$ cat config.mk
export PLATFORM = sky130hd
export DESIGN_NAME = aging_priority_scheduler_unit
export DESIGN_NICKNAME = d
export VERILOG_FILES = /design/src/rtl/aps_pkg.sv /design/src/rtl/aps_ram.sv /design/src/rtl/aps_alu.sv /design/src/rtl/aps_cfg.sv /design/src/rtl/aging_priority_scheduler_unit.sv
export SDC_FILE = /design/constraint.sdc
export NUM_CORES = 1
export LEC_CHECK = 0
export ABC_AREA = 1
export ABC_CLOCK_PERIOD_IN_PS = 3100
export BUFFER_PORTS_ARGS = -buffer_cell sky130_fd_sc_hd__buf_2
export CORE_MARGIN = 3
export CORE_UTILIZATION = 55
export CTS_CLUSTER_SIZE = 20
export DETAILED_ROUTE_END_ITERATION = 10
export PLACE_DENSITY = 0.81
export SYNTH_ARGS = -nofsm -noshare
export SYNTH_HDL_FRONTEND = slang
export SYNTH_SLANG_ARGS = --single-unit
$ cat constraint.sdc
create_clock -name clk -period 3.1 [get_ports clk]
set_input_delay 0.93 -clock clk [delete_from_list [all_inputs] [get_ports clk]]
set_output_delay 0.93 -clock clk [all_outputs]
set_load 0.005 [all_outputs]
$ cat src/rtl/aps_pkg.sv
// Shared types, widths and codes for the aging priority scheduler.
package aps_pkg;

	localparam int ID_W     = 8;
	localparam int PRIO_W   = 6;
	localparam int DYN_W    = 8;
	localparam int RC_W     = 5;
	localparam int STEP_W   = 6;

	localparam int S_TDATA_W = 16;
	localparam int S_TUSER_W = 1;
	localparam int M_TDATA_W = 24;
	localparam int M_TUSER_W = 2;

	// result tdata layout
	localparam int M_ID_LSB   = 0;
	localparam int M_PRIO_LSB = M_ID_LSB + ID_W;
	localparam int M_RC_LSB   = M_PRIO_LSB + PRIO_W;
	localparam int M_PAD_W    = M_TDATA_W - M_RC_LSB - RC_W;

	localparam int APB_AW = 3;
	localparam int APB_DW = 32;

	// register word index (paddr[2])
	localparam logic REG_AGING_STEP = 1'b0;
	localparam logic signed [STEP_W-1:0] AGING_STEP_RST = -6'sd1;

	localparam logic FUNC_ENQ  = 1'b0;
	localparam logic FUNC_PICK = 1'b1;

	typedef enum logic [M_TUSER_W-1:0] {
		STATUS_OK    = 2'd0,
		STATUS_EMPTY = 2'd1,
		STATUS_FULL  = 2'd2
	} status_t;

	typedef struct packed {
		logic [ID_W-1:0]          id;
		logic signed [PRIO_W-1:0] stat;
		logic signed [DYN_W-1:0]  dyn;
	} slot_t;

	localparam int SLOT_W = $bits(slot_t);

	typedef struct packed {
		logic                    less;
		logic signed [DYN_W-1:0] aged;
	} alu_res_t;

endpackage

$ cat src/rtl/aps_ram.sv
// Generic single-write, single-read RAM with registered read data.
module aps_ram #(
	parameter int WIDTH = 8,
	parameter int DEPTH = 16
) (
	input  logic                     clk,
	input  logic                     we,
	input  logic [$clog2(DEPTH)-1:0] waddr,
	input  logic [WIDTH-1:0]         wdata,
	input  logic                     re,
	input  logic [$clog2(DEPTH)-1:0] raddr,
	output logic [WIDTH-1:0]         rdata
);

	logic [WIDTH-1:0] mem_q [DEPTH];

	always_ff @(posedge clk) begin
		if (we) begin
			mem_q[waddr] <= wdata;
		end
		if (re) begin
			rdata <= mem_q[raddr];
		end
	end

endmodule

$ cat src/rtl/aps_alu.sv
// Shared compare and saturating aging adder for the slot sweeps.
module aps_alu (
	input  logic signed [aps_pkg::DYN_W-1:0]  a_dyn,
	input  logic signed [aps_pkg::DYN_W-1:0]  b_dyn,
	input  logic signed [aps_pkg::STEP_W-1:0] step,
	output aps_pkg::alu_res_t                 res
);
	import aps_pkg::*;

	localparam logic signed [DYN_W:0] SUM_MAX = (DYN_W+1)'(2**(DYN_W-1) - 1);
	localparam logic signed [DYN_W:0] SUM_MIN = -(DYN_W+1)'(2**(DYN_W-1));

	logic signed [DYN_W:0] sum;

	assign sum = {a_dyn[DYN_W-1], a_dyn} +
		{{(DYN_W+1-STEP_W){step[STEP_W-1]}}, step};

	always_comb begin
		res.less = (a_dyn < b_dyn);
		priority if (sum > SUM_MAX) begin
			res.aged = SUM_MAX[DYN_W-1:0];
		end else if (sum < SUM_MIN) begin
			res.aged = SUM_MIN[DYN_W-1:0];
		end else begin
			res.aged = sum[DYN_W-1:0];
		end
	end

endmodule

$ cat src/rtl/aps_cfg.sv
// APB register block holding the aging step.
module aps_cfg (
	input  logic                            clk,
	input  logic                            arst_n,
	input  logic                            psel,
	input  logic                            penable,
	input  logic                            pwrite,
	input  logic [aps_pkg::APB_AW-1:0]      paddr,
	input  logic [aps_pkg::APB_DW-1:0]      pwdata,
	output logic [aps_pkg::APB_DW-1:0]      prdata,
	output logic                            pready,
	output logic signed [aps_pkg::STEP_W-1:0] aging_step
);
	import aps_pkg::*;

	logic signed [STEP_W-1:0] step_q;
	logic                     wr_step;

	assign pready  = 1'b1;
	assign wr_step = psel & penable & pwrite & (paddr[2] == REG_AGING_STEP);

	always_ff @(posedge clk or negedge arst_n) begin
		if (!arst_n) begin
			step_q <= AGING_STEP_RST;
		end else if (wr_step) begin
			step_q <= pwdata[STEP_W-1:0];
		end
	end

	always_comb begin
		if (paddr[2] == REG_AGING_STEP) begin
			prdata = {{(APB_DW-STEP_W){step_q[STEP_W-1]}}, step_q};
		end else begin
			prdata = '0;
		end
	end

	assign aging_step = step_q;

endmodule

$ cat src/rtl/aging_priority_scheduler_unit.sv
// Aging priority scheduler: ready table in a slot RAM, swept by a small sequencer.
//
//  channel   dir  handshake          payload
//  s_axis    in   tvalid/tready      tdata: task_id[7:0] prio[13:8]; tuser: func[0]
//  m_axis    out  tvalid/tready      tdata: chosen_id[7:0] chosen_prio[13:8]
//                                           ready_count[18:14]; tuser: status[1:0]
//  apb       in   psel/penable       aging_step at byte address 0
//
// Enqueue, and pick on an empty table: the sequencer goes straight to the response state,
// which loads the output register. Other picks sweep the slot RAM's single read port once
// to find the winner and once more to close the gap and age the others.
// Reset clears the entry count and sets the aging step to -1; the RAM is not cleared.
// s_axis_tready is high only when idle; a finished result waits in the output register
// and the sequencer holds until that register is free.
module aging_priority_scheduler_unit #(
	parameter int NUM_SLOTS = 16,
	parameter int MAX_PRIO  = 20
) (
	input  logic                              clk,
	input  logic                              arst_n,
	input  logic                              s_axis_tvalid,
	output logic                              s_axis_tready,
	input  logic [aps_pkg::S_TDATA_W-1:0]     s_axis_tdata,  // task_id, prio, pad
	input  logic [aps_pkg::S_TUSER_W-1:0]     s_axis_tuser,  // func
	output logic                              m_axis_tvalid,
	input  logic                              m_axis_tready,
	output logic [aps_pkg::M_TDATA_W-1:0]     m_axis_tdata,  // chosen_id, chosen_prio, ready_count, pad
	output logic [aps_pkg::M_TUSER_W-1:0]     m_axis_tuser,  // status
	input  logic                              psel,
	input  logic                              penable,
	input  logic                              pwrite,
	input  logic [aps_pkg::APB_AW-1:0]        paddr,
	input  logic [aps_pkg::APB_DW-1:0]        pwdata,
	output logic [aps_pkg::APB_DW-1:0]        prdata,
	output logic                              pready
);
	import aps_pkg::*;

	localparam int ADDR_W = $clog2(NUM_SLOTS);
	localparam int CNT_W  = $clog2(NUM_SLOTS + 1);
	localparam logic [CNT_W-1:0] FULL_CNT = CNT_W'(NUM_SLOTS);
	localparam logic signed [DYN_W-1:0] PRIO_HI = DYN_W'(MAX_PRIO);
	localparam logic signed [DYN_W-1:0] PRIO_LO = DYN_W'(-MAX_PRIO);

	typedef enum logic [1:0] {ST_IDLE, ST_SCAN, ST_COMPACT, ST_RESP} state_t;

	state_t                   state_q;
	logic [CNT_W-1:0]         count_q;
	logic [CNT_W-1:0]         rd_ptr_q;
	logic [ADDR_W-1:0]        wr_ptr_q;
	logic                     rd_valid_s1;
	logic [ADDR_W-1:0]        rd_idx_s1;
	logic [ADDR_W-1:0]        best_idx_q;
	logic signed [DYN_W-1:0]  best_dyn_q;
	logic [ID_W-1:0]          best_id_q;
	logic signed [PRIO_W-1:0] best_stat_q;
	status_t                  res_status_q;
	logic [ID_W-1:0]          res_id_q;
	logic signed [PRIO_W-1:0] res_prio_q;
	logic                     m_valid_q;
	status_t                  m_status_q;
	logic [ID_W-1:0]          m_id_q;
	logic signed [PRIO_W-1:0] m_prio_q;
	logic [RC_W-1:0]          m_rc_q;

	logic signed [STEP_W-1:0] aging_step;
	logic                     in_func;
	logic [ID_W-1:0]          in_id;
	logic signed [PRIO_W-1:0] in_prio;
	logic signed [DYN_W-1:0]  in_prio_x;
	logic signed [PRIO_W-1:0] enq_stat;
	slot_t                    enq_entry;
	slot_t                    rd_entry;
	slot_t                    keep_entry;
	alu_res_t                 alu_res;
	logic                     accept;
	logic                     is_full;
	logic                     enq_wr;
	logic                     issue;
	logic                     last_s1;
	logic                     take;
	logic                     keep;
	logic                     out_load;
	logic                     ram_we;
	logic [ADDR_W-1:0]        ram_waddr;
	logic [SLOT_W-1:0]        ram_wdata;
	logic [SLOT_W-1:0]        ram_rdata;

	aps_cfg u_cfg (
		.clk        (clk),
		.arst_n     (arst_n),
		.psel       (psel),
		.penable    (penable),
		.pwrite     (pwrite),
		.paddr      (paddr),
		.pwdata     (pwdata),
		.prdata     (prdata),
		.pready     (pready),
		.aging_step (aging_step)
	);

	assign in_func   = s_axis_tuser[0];
	assign in_id     = s_axis_tdata[ID_W-1:0];
	assign in_prio   = s_axis_tdata[ID_W +: PRIO_W];
	assign in_prio_x = {{(DYN_W-PRIO_W){in_prio[PRIO_W-1]}}, in_prio};
	// out-of-range priority enters as zero
	assign enq_stat  = (in_prio_x >= PRIO_LO && in_prio_x <= PRIO_HI) ? in_prio : '0;

	assign enq_entry.id   = in_id;
	assign enq_entry.stat = enq_stat;
	assign enq_entry.dyn  = {{(DYN_W-PRIO_W){enq_stat[PRIO_W-1]}}, enq_stat};

	assign accept  = s_axis_tvalid & s_axis_tready;
	assign is_full = (count_q == FULL_CNT);
	assign enq_wr  = accept && (in_func == FUNC_ENQ) && !is_full;

	assign issue   = ((state_q == ST_SCAN) || (state_q == ST_COMPACT)) && (rd_ptr_q < count_q);
	assign last_s1 = rd_valid_s1 && (rd_ptr_q == count_q);
	assign rd_entry = slot_t'(ram_rdata);

	aps_alu u_alu (
		.a_dyn (rd_entry.dyn),
		.b_dyn (best_dyn_q),
		.step  (aging_step),
		.res   (alu_res)
	);

	// strict less keeps the earliest entry on a tie
	assign take = (state_q == ST_SCAN) && rd_valid_s1 && ((rd_idx_s1 == '0) || alu_res.less);
	assign keep = (state_q == ST_COMPACT) && rd_valid_s1 && (rd_idx_s1 != best_idx_q);

	assign keep_entry.id   = rd_entry.id;
	assign keep_entry.stat = rd_entry.stat;
	assign keep_entry.dyn  = alu_res.aged;

	// compaction writes trail the read pointer, so no same-address clash
	assign ram_we    = enq_wr || keep;
	assign ram_waddr = keep ? wr_ptr_q : count_q[ADDR_W-1:0];
	assign ram_wdata = keep ? keep_entry : enq_entry;

	aps_ram #(
		.WIDTH (SLOT_W),
		.DEPTH (NUM_SLOTS)
	) u_slots (
		.clk   (clk),
		.we    (ram_we),
		.waddr (ram_waddr),
		.wdata (ram_wdata),
		.re    (issue),
		.raddr (rd_ptr_q[ADDR_W-1:0]),
		.rdata (ram_rdata)
	);

	assign out_load = (state_q == ST_RESP) && (!m_valid_q || m_axis_tready);

	always_ff @(posedge clk or negedge arst_n) begin
		if (!arst_n) begin
			state_q      <= ST_IDLE;
			count_q      <= '0;
			rd_ptr_q     <= '0;
			wr_ptr_q     <= '0;
			rd_valid_s1  <= 1'b0;
			rd_idx_s1    <= '0;
			best_idx_q   <= '0;
			best_dyn_q   <= '0;
			best_id_q    <= '0;
			best_stat_q  <= '0;
			res_status_q <= STATUS_OK;
			res_id_q     <= '0;
			res_prio_q   <= '0;
			m_valid_q    <= 1'b0;
			m_status_q   <= STATUS_OK;
			m_id_q       <= '0;
			m_prio_q     <= '0;
			m_rc_q       <= '0;
		end else begin
			rd_valid_s1 <= issue;
			rd_idx_s1   <= rd_ptr_q[ADDR_W-1:0];
			if (issue) begin
				rd_ptr_q <= rd_ptr_q + 1'b1;
			end
			if (take) begin
				best_idx_q  <= rd_idx_s1;
				best_dyn_q  <= rd_entry.dyn;
				best_id_q   <= rd_entry.id;
				best_stat_q <= rd_entry.stat;
			end
			if (keep) begin
				wr_ptr_q <= wr_ptr_q + 1'b1;
			end

			if (out_load) begin
				m_valid_q  <= 1'b1;
				m_status_q <= res_status_q;
				m_id_q     <= res_id_q;
				m_prio_q   <= res_prio_q;
				m_rc_q     <= RC_W'(count_q);
			end else if (m_axis_tready) begin
				m_valid_q <= 1'b0;
			end

			unique case (state_q)
				ST_IDLE: begin
					if (accept) begin
						res_id_q   <= '0;
						res_prio_q <= '0;
						rd_ptr_q   <= '0;
						wr_ptr_q   <= '0;
						if (in_func == FUNC_ENQ) begin
							state_q <= ST_RESP;
							if (is_full) begin
								res_status_q <= STATUS_FULL;
							end else begin
								res_status_q <= STATUS_OK;
								count_q      <= count_q + 1'b1;
							end
						end else if (count_q == '0) begin
							res_status_q <= STATUS_EMPTY;
							state_q      <= ST_RESP;
						end else begin
							state_q <= ST_SCAN;
						end
					end
				end
				ST_SCAN: begin
					if (last_s1) begin
						rd_ptr_q <= '0;
						wr_ptr_q <= '0;
						state_q  <= ST_COMPACT;
					end
				end
				ST_COMPACT: begin
					if (last_s1) begin
						count_q      <= count_q - 1'b1;
						res_status_q <= STATUS_OK;
						res_id_q     <= best_id_q;
						res_prio_q   <= best_stat_q;
						state_q      <= ST_RESP;
					end
				end
				ST_RESP: begin
					if (out_load) begin
						state_q <= ST_IDLE;
					end
				end
				default: begin
					state_q <= ST_IDLE;
				end
			endcase
		end
	end

	assign s_axis_tready = (state_q == ST_IDLE);
	assign m_axis_tvalid = m_valid_q;
	assign m_axis_tuser  = m_status_q;
	assign m_axis_tdata  = {{M_PAD_W{1'b0}}, m_rc_q, m_prio_q, m_id_q};

endmodule

==> results.ini <==
[outcome]
status = finished clean

[synth]
yosys-top-cells-area = edfxtp_1 58%, dfrtp_1 11%, o21ai_0 5.7%
yosysWarnings = 0
synthDistinctLibCells = 37
synth_simple_gate_area_share_pct = 12.33
synth_mux_area_share_pct = 0
synth-xor-area-share_pct = 0.6312
synth_top_area_share_pct = 57.81
synth_common_cells = 374 x edfxtp_1, 247 x nand2_1, 228 x nor2_1, 223 x o21ai_0, 100 x nand3_1
synth_compound_area_share_pct = 10.49
synth_top_family_by_area = simple AND/OR/NAND/NOR gates
syn_inst = 1660
synth-seq-area-share_pct = 69.57
synth.cell_area_um2 = 19430
synth_ff_type = edfxtp_1
synth_edf_count = 374
postSynthRegisterBits = 465
yosysMostFrequentCell = edfxtp_1
synthAdderAreaFrac_pct = 2.074
yosys.area.top_type = edfxtp_1
synth-async-reset-ratio_pct = 19.57
synth_area_per_cell_um2 = 11.70

[critical_path]
cp-end-kind = flip-flop
slowest_delay_ns = 0.53
rrSetupSlack_ns = 0.29
worstReg2RegStart = u_cfg.aging_step[0]
crit_type = reg2reg
path_cells = ha_1 -> inv_1 -> fa_1 -> o21ai_1 -> nand3_1 -> nand3_1 -> nand2_1 -> a21oi_2 -> nand2_1 -> nand2_1
rr_endpoint = u_slots.mem_q[7][1]
required_ns = 3.37
cp_max_fo = 16
cp_common_cell = nand2_1
crit_slowest_cell = dfstp_2
reg2reg_depth = 10
crit_arrival_ns = 3.08
worstSetupStartpointType = flip-flop

[clock_network]
cts_setup_buffers = 0
clk_pin_slew_ns = 0.07
cts_sinks = 465
clockRootBuffer = clkbuf_16
htree_levels = 2
clock_path_buffers = 3
hold_buffers = 0
cts_tree = done
cts_inserted_buffers = 45
clock_latency_ns = 0.57
cts_resized = 0

[sta]
holdWs_ns = 0.4482
final-hold-violation-count = 0
setup_slack_ns = 0.2926
worstMarginPinSlew_ns = 0.9807
final-max-slew-violation-count = 0
slew_headroom_pct = 34.62
period_minus_slack_ns = 2.807
fin_skew_ns = 0.03441
fmax_ghz = 0.3562
setup_tns_ns = 0
post-route-period-util_pct = 90.56
finalSetupViolCount = 0
rsz0062_at_grt = false

[global_routing]
grt_overflow = 0
track_usage_pct = 23.69
grt_pass1_wl_mm = 70.60
grt_pass1_vias = 12966
antenna_found_initial = 1
grt_start_max_net_pins = 116

[power_and_ir_drop]
max-vdd-ir-drop_uv = 749.8
p_per_area_nw_per_um2 = 996.6
p_leak_nw = 8.270
fin_total_pwr_mw = 21.65

[worst_hold_path]
worstHoldPathType = in2async

[routing]
drtAntennaViolNets = 0
totalWireLength_mm = 45.84
drtIter0Drc = 1585
via_per_inst = 6.051
num_vias = 13367
drc = 0
wl_per_cell_um = 20.75
dr.pass1.iters = 8

[cells_and_area]
final-seq-area_um2 = 13520
fin_nets = 1809
area_growth_pct = 11.82
fillCellCount = 2522
multi_input_area_um2 = 5024
antenna_cells = 0
drive_gt1_share_pct = 13.40
utilization_pct = 62.58

[floorplanning]
core-area_um2 = 34710
die_width_um = 193.9
dieArea_um2 = 37610
fp-row-count = 68
ios = 120
die_height_um = 193.9
start_util_pct = 55.97

[run]
drv_cap = 0

[place]
dpl.hpwl_mm = 25.93
pre_cts_ws_ns = 0.2996
place_congestion = 0.8502
io_buffer_count = 83

layout by cell type, fill, tap and decap left out, types with 5 or more instances in the layout:
| cell type | n |
|---|---|
| ha_1 | 29 |
| xor2_1 | 13 |
| o221ai_1 | 36 |
| clkinv_2 | 6 |
| inv_1 | 74 |
| nor2_2 | 19 |
| clkbuf_16 | 45 |
| nor2_1 | 211 |
| o21ai_1 | 7 |
| bufinv_16 | 5 |
| conb_1 | 6 |
| buf_4 | 41 |
| buf_12 | 5 |
| a21oi_1 | 22 |
| o21ai_0 | 223 |
| dfrtp_1 | 83 |
| clkinv_1 | 7 |
| dfstp_2 | 6 |
| o211ai_1 | 8 |
| o22ai_1 | 52 |
| nand2_1 | 247 |
| clkbuf_1 | 9 |
| edfxtp_1 | 374 |
| nand3_1 | 100 |
| buf_2 | 82 |
cell type report:
class	instances	area share (%)
clock buffers	60	5.633
inverters	79	1.377
flip-flops and latches	465	62.24
repair buffers	128	3.767
clock inverters	22	1.238
well taps	455	2.621
multi-input cells	1000	23.13
worst max-delay path, delay by kind of cell, from the launching register on:
| kind | cells | cell delay (ns) |
|---|---|---|
| AOI/OAI and AO/OA | 2 | 0.52 |
| and+or+nand+nor | 5 | 0.88 |
| DFF | 1 | 0.53 |
| buffers and inverters | 1 | 0.06 |
| adders and majority gates | 2 | 0.55 |
how the worst max path moves through the flow:
| stage | endpoint | depth (start not counted) | startpoint |
|---|---|---|---|
| final | u_slots.mem_q[7][1] | 10 | u_cfg.aging_step[0] |
| after global routing | u_slots.mem_q[7][3] | 10 | u_cfg.aging_step[0] |
| after global placement | u_slots.mem_q[6][3] | 7 | s_axis_tdata[8] |
| after detailed placement | u_slots.mem_q[11][3] | 10 | u_cfg.aging_step[0] |
| after floorplan | prdata[10] | 2 | paddr[2] |
| after CTS | u_slots.mem_q[7][3] | 10 | u_cfg.aging_step[0] |
state kept, by name, summed over array words and instances, names as in the netlist, 8 cells and up:
register,count
best_id_q,8
u_slots.mem_q,352
m_id_q,8
u_slots.rdata,22
res_id_q,8
best_dyn_q,8
power by group:
group	internal (mW)	leakage, nW	total (mW)	switching, mW
clock	3.21	0.728	5.51	2.30
combinational	2.12	2.97	7.23	5.10
sequential	8.36	4.58	8.91	0.547
layer usage:
metal / track usage, % / up-vias / routed length [um]
met4: 10.03 / 2 / 1899
met1: 31.78 / 6464 / 17320
met3: 5.178 / 160 / 5243
li1: - / 5968 / -
met5: 0 / - / 13
met2: 37.98 / 773 / 21360
stage by stage:
stage	instances	area [um^2]
2_1_floorplan	1664	19440
3_3_place_gp	2127	20230
3_5_place_dp	2127	20230
4_1_cts	2209	21720
5_1_grt	2209	21720
6_report	2209	21720
logic make-up after synthesis:
group,count (synthesis)
XOR/XNOR,14
buffers and inverters,199
AND/OR/NAND/NOR,591
flip-flops,465
AO/OA/AOI/OAI,358
adder cells (fa/ha/maj),31
other,2
(Power assumes the default switching activity.)
